===== src/rtl/lrpw_pkg.sv =====
`timescale 1ns / 1ps
// shared types, constants and codes of the line raster pixel writer
package lrpw_pkg;

	// coordinate and derived arithmetic widths
	localparam int COORD_BITS  = 12;
	localparam int SPAN_BITS   = COORD_BITS + 1;
	localparam int ERR_BITS    = COORD_BITS + 2;
	localparam int DIM_BITS    = 12;
	localparam int PITCH_BITS  = 14;
	localparam int OFFSET_BITS = 27;
	localparam int COLOR_BITS  = 8;
	localparam int WORD_BITS   = 32;
	localparam int CFG_IDX_BITS  = 3;
	localparam int CFG_DATA_BITS = 14;

	// packed 5:6:5 field layout
	localparam int RED_LSB   = 11;
	localparam int GREEN_LSB = 5;
	localparam int RB_BITS   = 5;
	localparam int G_BITS    = 6;

	typedef logic signed [COORD_BITS-1:0] coord_t;
	typedef logic [SPAN_BITS-1:0]         span_t;
	typedef logic signed [ERR_BITS-1:0]   err_t;
	typedef logic [COLOR_BITS-1:0]        chan_t;

	// command codes
	typedef enum logic {
		CMD_START   = 1'b0,
		CMD_ADVANCE = 1'b1
	} cmd_code_t;

	// configuration register indexes
	typedef enum logic [CFG_IDX_BITS-1:0] {
		REG_SCREEN_WIDTH  = 3'd0,
		REG_SCREEN_HEIGHT = 3'd1,
		REG_X_OFFSET      = 3'd2,
		REG_Y_OFFSET      = 3'd3,
		REG_ROW_PITCH     = 3'd4,
		REG_WIDE_MODE     = 3'd5
	} cfg_idx_t;

	// reset values of the configuration registers
	localparam logic [DIM_BITS-1:0]   RST_SCREEN_WIDTH  = 12'd640;
	localparam logic [DIM_BITS-1:0]   RST_SCREEN_HEIGHT = 12'd480;
	localparam logic [PITCH_BITS-1:0] RST_ROW_PITCH     = 14'd2560;

	typedef struct packed {
		logic [DIM_BITS-1:0]   screen_width;
		logic [DIM_BITS-1:0]   screen_height;
		logic [DIM_BITS-1:0]   x_offset;
		logic [DIM_BITS-1:0]   y_offset;
		logic [PITCH_BITS-1:0] row_pitch;
		logic                  wide_mode;
	} cfg_t;

	// input word
	typedef struct packed {
		logic   command;
		coord_t start_x;
		coord_t start_y;
		coord_t end_x;
		coord_t end_y;
		chan_t  red;
		chan_t  green;
		chan_t  blue;
	} cmd_t;

	// result word
	typedef struct packed {
		logic                   pixel_valid;
		coord_t                 pixel_x;
		coord_t                 pixel_y;
		logic                   visible;
		logic [OFFSET_BITS-1:0] byte_offset;
		logic [WORD_BITS-1:0]   pixel_word;
		logic                   last;
	} pix_t;

	// pixel between the stepping stage and the address stage
	typedef struct packed {
		logic   pixel_valid;
		coord_t pixel_x;
		coord_t pixel_y;
		logic   last;
		chan_t  red;
		chan_t  green;
		chan_t  blue;
	} step_t;

endpackage


===== src/rtl/lrpw_intf.sv =====
`timescale 1ns / 1ps
// valid/ready channel interfaces for command and pixel words
interface lrpw_cmd_if import lrpw_pkg::*; ();
	logic valid;
	logic ready;
	cmd_t data;

	modport source(output valid, output data, input ready);
	modport sink(input valid, input data, output ready);
endinterface

interface lrpw_pix_if import lrpw_pkg::*; ();
	logic valid;
	logic ready;
	pix_t data;

	modport source(output valid, output data, input ready);
	modport sink(input valid, input data, output ready);
endinterface


===== src/rtl/lrpw_step.sv =====
`timescale 1ns / 1ps
// line setup and bresenham stepping, one pixel per accepted word
module lrpw_step import lrpw_pkg::*; (
	input  logic  clk,
	input  logic  arst_n,
	input  logic  fire,
	input  cmd_t  item,
	output step_t pix_s1
);

	// line state, holds the most recently emitted pixel
	logic   active_q;
	coord_t major_q, end_q, minor_q;
	err_t   err_q;
	span_t  mspan_q, nspan_q;
	logic   down_q, swap_q;
	chan_t  red_q, green_q, blue_q;

	// setup signals
	logic signed [SPAN_BITS-1:0] dx, dy;
	span_t  adx, ady;
	logic   swap;
	coord_t am, an, bm, bn;
	logic   order;
	coord_t maj0, majend0, min0, min1;
	span_t  mspan0, nspan0;
	err_t   err0;
	logic   down0, last0;

	// stepping signals
	err_t   e1, e2;
	logic   carry;
	coord_t maj1, mnr1;
	logic   last1;

	// endpoint spans and axis selection
	always_comb begin
		dx     = SPAN_BITS'(item.end_x) - SPAN_BITS'(item.start_x);
		dy     = SPAN_BITS'(item.end_y) - SPAN_BITS'(item.start_y);
		adx    = dx[SPAN_BITS-1] ? span_t'(-dx) : span_t'(dx);
		ady    = dy[SPAN_BITS-1] ? span_t'(-dy) : span_t'(dy);
		swap   = ady > adx;
		am     = swap ? item.start_y : item.start_x;
		an     = swap ? item.start_x : item.start_y;
		bm     = swap ? item.end_y : item.end_x;
		bn     = swap ? item.end_x : item.end_y;
		order  = am > bm;
		maj0   = order ? bm : am;
		majend0 = order ? am : bm;
		min0   = order ? bn : an;
		min1   = order ? an : bn;
		down0  = !(min0 < min1);
		mspan0 = swap ? ady : adx;
		nspan0 = swap ? adx : ady;
		err0   = err_t'(0) - err_t'(mspan0 >> 1);
		last0  = maj0 >= majend0;
	end

	// one bresenham step from the stored pixel
	always_comb begin
		e1    = err_q + err_t'(nspan_q);
		carry = e1 > err_t'(0);
		e2    = carry ? e1 - err_t'(mspan_q) : e1;
		mnr1  = carry ? (down_q ? minor_q - coord_t'(1) : minor_q + coord_t'(1)) : minor_q;
		maj1  = major_q + coord_t'(1);
		last1 = maj1 >= end_q;
	end

	// state update on each accepted word
	always_ff @(posedge clk or negedge arst_n) begin
		if (!arst_n) begin
			active_q <= 1'b0;
			major_q  <= '0;
			end_q    <= '0;
			minor_q  <= '0;
			err_q    <= '0;
			mspan_q  <= '0;
			nspan_q  <= '0;
			down_q   <= 1'b0;
			swap_q   <= 1'b0;
			red_q    <= '0;
			green_q  <= '0;
			blue_q   <= '0;
		end else if (fire) begin
			if (item.command == CMD_START) begin
				active_q <= !last0;
				major_q  <= maj0;
				end_q    <= majend0;
				minor_q  <= min0;
				err_q    <= err0;
				mspan_q  <= mspan0;
				nspan_q  <= nspan0;
				down_q   <= down0;
				swap_q   <= swap;
				red_q    <= item.red;
				green_q  <= item.green;
				blue_q   <= item.blue;
			end else if (active_q) begin
				active_q <= !last1;
				major_q  <= maj1;
				minor_q  <= mnr1;
				err_q    <= e2;
			end
		end
	end

	// stage 1 pixel register
	always_ff @(posedge clk) begin
		if (fire) begin
			if (item.command == CMD_START) begin
				pix_s1.pixel_valid <= 1'b1;
				pix_s1.pixel_x     <= swap ? min0 : maj0;
				pix_s1.pixel_y     <= swap ? maj0 : min0;
				pix_s1.last        <= last0;
				pix_s1.red         <= item.red;
				pix_s1.green       <= item.green;
				pix_s1.blue        <= item.blue;
			end else if (active_q) begin
				pix_s1.pixel_valid <= 1'b1;
				pix_s1.pixel_x     <= swap_q ? mnr1 : maj1;
				pix_s1.pixel_y     <= swap_q ? maj1 : mnr1;
				pix_s1.last        <= last1;
				pix_s1.red         <= red_q;
				pix_s1.green       <= green_q;
				pix_s1.blue        <= blue_q;
			end else begin
				pix_s1 <= '0;
			end
		end
	end

endmodule


===== src/rtl/lrpw_addr.sv =====
`timescale 1ns / 1ps
// clipping, framebuffer byte offset and color packing into the output register
module lrpw_addr import lrpw_pkg::*; (
	input  logic  clk,
	input  logic  load,
	input  cfg_t  cfg,
	input  step_t pix_s1,
	output pix_t  pix_s2
);

	logic                    vis;
	logic [DIM_BITS:0]       xs, ys;
	logic [DIM_BITS+2:0]     xb;
	logic [OFFSET_BITS-1:0]  row_off, off;
	logic [WORD_BITS-1:0]    word;

	// clip test against the resolution
	always_comb begin
		vis = pix_s1.pixel_valid
			&& !pix_s1.pixel_x[COORD_BITS-1] && !pix_s1.pixel_y[COORD_BITS-1]
			&& (DIM_BITS'(pix_s1.pixel_x) < cfg.screen_width)
			&& (DIM_BITS'(pix_s1.pixel_y) < cfg.screen_height);
	end

	// byte offset: panned x times bytes per pixel plus panned y times pitch
	always_comb begin
		xs      = (DIM_BITS + 1)'(DIM_BITS'(pix_s1.pixel_x)) + (DIM_BITS + 1)'(cfg.x_offset);
		ys      = (DIM_BITS + 1)'(DIM_BITS'(pix_s1.pixel_y)) + (DIM_BITS + 1)'(cfg.y_offset);
		xb      = cfg.wide_mode ? {xs, 2'b00} : {1'b0, xs, 1'b0};
		row_off = OFFSET_BITS'(ys * cfg.row_pitch);
		off     = vis ? row_off + OFFSET_BITS'(xb) : '0;
	end

	// color word in the current pixel format
	always_comb begin
		if (cfg.wide_mode) begin
			word = {8'h00, pix_s1.red, pix_s1.green, pix_s1.blue};
		end else begin
			word = '0;
			word[RED_LSB +: RB_BITS]   = pix_s1.red[RB_BITS-1:0];
			word[GREEN_LSB +: G_BITS]  = pix_s1.green[G_BITS-1:0];
			word[0 +: RB_BITS]         = pix_s1.blue[RB_BITS-1:0];
		end
	end

	// output register
	always_ff @(posedge clk) begin
		if (load) begin
			pix_s2.pixel_valid <= pix_s1.pixel_valid;
			pix_s2.pixel_x     <= pix_s1.pixel_x;
			pix_s2.pixel_y     <= pix_s1.pixel_y;
			pix_s2.visible     <= vis;
			pix_s2.byte_offset <= off;
			pix_s2.pixel_word  <= word;
			pix_s2.last        <= pix_s1.last;
		end
	end

endmodule


===== src/rtl/line_raster_pixel_writer.sv =====
`timescale 1ns / 1ps
// line raster pixel writer: bresenham line stepping with framebuffer addressing
//
// Usage: a command word on the cmd channel either starts a line (endpoints and
// color) or advances it by one pixel. Every accepted word gives exactly one word
// on the pixel channel: the pixel coordinates, a clip flag, its framebuffer byte
// offset, the packed color and a flag on the final pixel. An advance with no line
// in progress gives an all-zero word. A start drops any line in progress.
// Each accepted word passes through the stage 1 register and then the output
// register, together with its valid bit, before it reaches the pixel channel.
// Throughput: one word per cycle while pixel ready is high. The accept cycle updates
// the line state by one error add and compare; the address multiply is in stage 2.
// Stalls: when the pixel receiver holds ready low the output register keeps its
// word, stage 1 still takes one more word if it is empty, then cmd ready drops.
// Configuration registers are written through cfg_we/cfg_index/cfg_data; unused
// indexes are ignored. The user must write them only while no line word is in flight; the block does not enforce it.
// Reset: arst_n clears the line state, empties both stages and loads the default
// 640x480, pitch 2560, 32-bit mode configuration.
module line_raster_pixel_writer import lrpw_pkg::*; (
	input  logic                     clk,
	input  logic                     arst_n,
	input  logic                     cfg_we,
	input  logic [CFG_IDX_BITS-1:0]  cfg_index,
	input  logic [CFG_DATA_BITS-1:0] cfg_data,
	lrpw_cmd_if.sink                 cmd,
	lrpw_pix_if.source               pixel
);

	cfg_t  cfg_q;
	logic  valid_s1, valid_s2;
	logic  fire, adv2;
	step_t pix_s1;
	pix_t  pix_s2;

	// configuration registers
	always_ff @(posedge clk or negedge arst_n) begin
		if (!arst_n) begin
			cfg_q.screen_width  <= RST_SCREEN_WIDTH;
			cfg_q.screen_height <= RST_SCREEN_HEIGHT;
			cfg_q.x_offset      <= '0;
			cfg_q.y_offset      <= '0;
			cfg_q.row_pitch     <= RST_ROW_PITCH;
			cfg_q.wide_mode     <= 1'b1;
		end else if (cfg_we) begin
			unique case (cfg_idx_t'(cfg_index))
				REG_SCREEN_WIDTH:  cfg_q.screen_width  <= cfg_data[DIM_BITS-1:0];
				REG_SCREEN_HEIGHT: cfg_q.screen_height <= cfg_data[DIM_BITS-1:0];
				REG_X_OFFSET:      cfg_q.x_offset      <= cfg_data[DIM_BITS-1:0];
				REG_Y_OFFSET:      cfg_q.y_offset      <= cfg_data[DIM_BITS-1:0];
				REG_ROW_PITCH:     cfg_q.row_pitch     <= cfg_data[PITCH_BITS-1:0];
				REG_WIDE_MODE:     cfg_q.wide_mode     <= cfg_data[0];
				default: begin
				end
			endcase
		end
	end

	// pipeline flow control
	assign adv2      = !valid_s2 || pixel.ready;
	assign cmd.ready = !valid_s1 || adv2;
	assign fire      = cmd.valid && cmd.ready;

	always_ff @(posedge clk or negedge arst_n) begin
		if (!arst_n) begin
			valid_s1 <= 1'b0;
			valid_s2 <= 1'b0;
		end else begin
			if (cmd.ready) begin
				valid_s1 <= fire;
			end
			if (adv2) begin
				valid_s2 <= valid_s1;
			end
		end
	end

	// stepping stage
	lrpw_step u_step (
		.clk    (clk),
		.arst_n (arst_n),
		.fire   (fire),
		.item   (cmd.data),
		.pix_s1 (pix_s1)
	);

	// address and packing stage
	lrpw_addr u_addr (
		.clk    (clk),
		.load   (adv2 && valid_s1),
		.cfg    (cfg_q),
		.pix_s1 (pix_s1),
		.pix_s2 (pix_s2)
	);

	assign pixel.valid = valid_s2;
	assign pixel.data  = pix_s2;

	// an accepted word always reaches stage 1
	a_fire_fills_s1: assert property (@(posedge clk) disable iff (!arst_n)
		fire |=> valid_s1)
		else $error("accepted word lost before stage 1");

	// a stalled output keeps stage 1 from being overwritten when full
	a_stall_blocks: assert property (@(posedge clk) disable iff (!arst_n)
		(valid_s1 && valid_s2 && !pixel.ready) |-> !cmd.ready)
		else $error("stage 1 overwritten during output stall");

	// clipped pixels carry no offset
	a_clip_offset: assert property (@(posedge clk) disable iff (!arst_n)
		(valid_s2 && !pix_s2.visible) |-> (pix_s2.byte_offset == '0))
		else $error("offset given for a clipped pixel");

	// an idle advance gives an empty word
	a_idle_empty: assert property (@(posedge clk) disable iff (!arst_n)
		(valid_s2 && !pix_s2.pixel_valid) |->
			(!pix_s2.visible && !pix_s2.last && pix_s2.pixel_word == '0))
		else $error("word without pixel carries data");

endmodule

===== src/flat_wrapper.sv =====
// flat-port wrapper written by rule: the top's interface ports become plain ports
module line_raster_pixel_writer_flat import lrpw_pkg::*;
  (clk, arst_n, cfg_we, cfg_index, cfg_data, cmd_valid, cmd_data, cmd_ready, pixel_valid, pixel_data, pixel_ready);
  lrpw_cmd_if cmd_i ();
  lrpw_pix_if pixel_i ();
  input  logic clk;
  input  logic arst_n;
  input  logic cfg_we;
  input  logic [CFG_IDX_BITS-1:0] cfg_index;
  input  logic [CFG_DATA_BITS-1:0] cfg_data;
  input wire logic [$bits(cmd_i.valid)-1:0] cmd_valid;
  input wire logic [$bits(cmd_i.data)-1:0] cmd_data;
  output wire logic [$bits(cmd_i.ready)-1:0] cmd_ready;
  output wire logic [$bits(pixel_i.valid)-1:0] pixel_valid;
  output wire logic [$bits(pixel_i.data)-1:0] pixel_data;
  input wire logic [$bits(pixel_i.ready)-1:0] pixel_ready;
  assign cmd_i.valid = cmd_valid;
  assign cmd_i.data = cmd_data;
  assign cmd_ready = cmd_i.ready;
  assign pixel_valid = pixel_i.valid;
  assign pixel_data = pixel_i.data;
  assign pixel_i.ready = pixel_ready;
  line_raster_pixel_writer u_core (.clk(clk), .arst_n(arst_n), .cfg_we(cfg_we), .cfg_index(cfg_index), .cfg_data(cfg_data), .cmd(cmd_i), .pixel(pixel_i));
endmodule

===== config.mk =====
export PLATFORM = sky130hd
export DESIGN_NAME = line_raster_pixel_writer_flat
export DESIGN_NICKNAME = d
export VERILOG_FILES = /design/src/rtl/lrpw_pkg.sv /design/src/rtl/lrpw_intf.sv /design/src/rtl/lrpw_step.sv /design/src/rtl/lrpw_addr.sv /design/src/rtl/line_raster_pixel_writer.sv /design/src/flat_wrapper.sv
export SDC_FILE = /design/constraint.sdc
export NUM_CORES = 1
export LEC_CHECK = 0
export BUFFER_PORTS_ARGS = -buffer_cell sky130_fd_sc_hd__buf_2
export CAP_MARGIN = 20
export CORE_MARGIN = 4
export CORE_UTILIZATION = 40
export CTS_CLUSTER_DIAMETER = 200
export DETAILED_ROUTE_END_ITERATION = 7
export PLACE_DENSITY = 0.62
export SETUP_SLACK_MARGIN = 0.05
export SYNTH_ARGS = -nofsm -noshare
export SYNTH_HDL_FRONTEND = slang
export SYNTH_SLANG_ARGS = --single-unit

===== constraint.sdc =====
create_clock -name clk -period 7.9 [get_ports clk]
set_input_delay 0.79 -clock clk [delete_from_list [all_inputs] [get_ports clk]]
set_output_delay 0.79 -clock clk [all_outputs]
set_load 0.05 [all_outputs]

==> results.md <==
- Via/cell ratio: between 5 and 6
- Initial Util: roughly 41%
- Hold slack: approximately 0.20 ns
- Max-slew violations: 0
- Fin. Hold Viols: 0
- Max-slew headroom: 17.9%
- Clock sink count: just under 300
- Number of synthesized flops with an enable pin: 128
- Total Routing Usage GR: 21.1%
- Total iterations of the first detailed-routing run: 6
- Most used routing layer: met2
- Register area share after synthesis: between 30% and 40%
- Yosys reg bits: ~300
- XOR/XNOR Fraction of Synth Area: 4.49%
- CP most frequent cell: o21ai_1
- RSZ-0062 raised after global routing: yes
- Outcome: finished, violations left
- Critical Path Fanout Max: 6
- F_max: ~110 MHz
- Endpoints failing setup: 12
- Failing checks: negative setup slack
- CORE AREA: 64900 sq um
- IO Pins: ~180
- Syn avg cell area: approximately 9 sq um
- Synth Area in Compound Gates: 14.9%
- Critical path class: input port to register
- GR Overflow Total: 0
- TritonCTS clock tree: done
- Routability cong.: 0.955
- Synth Instances: roughly 2900
- DRT antenna net count: 0
- Critical path required time: approximately 8.3 ns
- CTS Root Cell: clkbuf_16
- Most frequent cells after synthesis: 386 x nand2_1, 310 x inv_1, 241 x ha_1
- Leading post-synthesis cells by cell area: dfrtp_1 15%, edfxtp_1 15%, ha_1 11%
- Die height: 265 microns
- Clock Pin Slew Worst Setup and Hold Paths: 0.06 ns
- Yosys top cell area share: 15.1%
- DRC: 0
- Fin Clk Skew: around 0.018 ns
- Ys Warns: 0
- Final Util: a little over half
- Post-DP HPWL: a little under 60000 microns
- Setup TNS: -2.27 ns
- IO buf count: approximately 170
- Detailed router's first-iteration violation count: ~1400
- Dominant synthesized flop cell: dfrtp_1
- Pre-CTS setup slack: -1.40 ns
- Vias in the first global route: 21900
- Worst setup margin: -0.937 ns
- Slew @ Worst Pin: roughly 1.2 ns
- Share of cells above drive strength 1: between 20% and 30%
- Clock Path Buffers: 3
- Die area: roughly 70000 sq um
- First-pass GRT wire length: between 100000 and 150000 microns
- Wire length per cell: roughly 18 microns
- Clk_lat worst skew: between 0.5 and 0.6 ns
- Met3 GRT Util: ~3.0%
- H-tree depth: 2
- GRT met2 Usage: approximately 34%
- CP max stage delay: between 0.5 and 0.6 ns
- Largest net degree at the start of global routing: 77
- Synth Cell Area: 26400 sq um
- HP Class: input port to async pin
- Synth unique cells: 102
- Total CTS buffers: 35
- Rows: between 90 and 100
- Mux cell area share after synthesis: roughly 6%
- Main combinational cell family by area after synthesis: adder cells
- WL final: a little under 80000 microns
- Final net count: ~3900
- Crit share post-route: 112%
- Arrival time worst endpoint: slightly above 9 ns
- Area delta synth->final: 30.0%
- CP Capture Type: register
- Min Tclk post-route: a little under 9 ns
- Antenna cell count: 0
- Simple-Gate Fraction of Synth Area: 14.3%
- Startpoint types: input port
- Via count: around 22000
- Synth Area in Adders: between 20 and 25%
- Top-count cell post-synth: nand2_1
- Met1 GRT Util: 30.1%
- Total of max-cap violations: 0
- CP max-delay cell: or4_4
- Die width: ~260 microns
- Yosys top cell by area: dfrtp_1
- Initial antenna violation count: 0
- Ys async rst share: 56.8%
[final cells by class]
type / count / area (sq um)
Fill cell: 5922 / 30600
Clock inverter: 9 / 110
Tap cell: 855 / 1070
Multi-Input combinational cell: 2140 / 17900
Timing Repair Buffer: 649 / 4930
Clock buffer: 55 / 1070
Sequential cell: 296 / 8060
Inverter: 311 / 1180
[state kept, by name (all words and copies together), names as in the netlist, 12 cells and up]
name and cells:
u_core.u_step.mspan_q 13, u_core.cfg_q 63, u_core.u_step.minor_q 12, u_core.u_step.nspan_q 13, u_core.u_step.end_q 12, u_core.u_step.err_q 14
u_core.u_addr.pix_s2 78, u_core.u_step.major_q 12, u_core.u_step.pix_s1 50
[cells by family after synthesis]
family                     Yosys count
buffers and inverters              442
muxes                              151
AOI/OAI and AO/OA                  629
other                                1
xor gates and xnor gates           133
DFF                                296
and+or+nand+nor                    824
adders and majority gates          394
[through the flow]
stage | instance area, sq um | cells
5_1_grt | 34300 | 4315
3_5_place_dp | 30900 | 4160
3_3_place_gp | 30900 | 4160
2_1_floorplan | 26700 | 2877
6_report | 34300 | 4315
4_1_cts | 32400 | 4250
[worst max-delay path, delay by kind of cell]
kind / cells / cell delay, ns
and+or+nand+nor: 14 / 2.50
muxes: 3 / 0.65
buffers and inverters: 10 / 1.19
xor gates and xnor gates: 1 / 0.16
AOI/OAI and AO/OA: 17 / 3.10
adders and majority gates: 4 / 0.78
[placed cells by master (no fill, tap or decap), types with 11 or more instances in the layout]
master,count
buf_4,410
inv_1,302
mux2i_2,17
nor2_1,146
ha_1,226
o21ai_0,129
and2_1,80
buf_2,168
nor2b_1,25
a21oi_1,168
a21oi_2,26
a31oi_1,11
clkbuf_16,44
o21a_1,14
nand2_1,376
o21bai_1,42
nor2_4,14
xnor2_1,84
o21ai_1,42
o22ai_1,12
nor3_1,17
mux2i_1,45
and3_1,17
nand2b_1,31
a22o_1,26
mux2_2,68
buf_6,50
o211ai_1,11
ha_4,14
buf_12,12
nand3_1,33
edfxtp_1,128
xor2_1,41
mux2i_4,18
a21o_1,31
dfrtp_1,159
fa_1,146
[path summary, 6_finish.rpt]
check,startpoint,endpoint,slack (ns),cells past startpoint
max in group asynchronous,arst_n,u_core.cfg_q[34],5.70,3
hold / removal,arst_n,u_core.u_step.nspan_q[0],0.20,1
min in group clk,u_core.u_step.pix_s1[2],u_core.u_addr.pix_s2[3],0.42,0
hold reg to reg,u_core.u_step.pix_s1[2],u_core.u_addr.pix_s2[3],0.42,0
setup reg to reg,u_core.u_step.pix_s1[25],u_core.u_addr.pix_s2[58],0.10,39
setup / recovery,cmd_data[53],u_core.u_step.down_q,-0.94,49
[metal layers]
| metal | vias up | share of wire [%] |
|---|---|---|
| met3 | 102 | 5.3 |
| met5 | - | 0 |
| met2 | 583 | 46 |
| met1 | 10900 | 46 |
| li1 | 10900 | - |
| met4 | 0 | 2.3 |
[timing repair]
item / 4_1_cts / 5_1_grt
setup endpoints to repair: 28 / 74
gates cloned: 0 / 8
buffers inserted: 26 / 69
pin swaps: 18 / 101
hold buffers: 0 / 0
resized for setup: 36 / 277
Power is not shown: default switching activity piles up to over one toggle a cycle in this logic, so the estimate is an artifact.
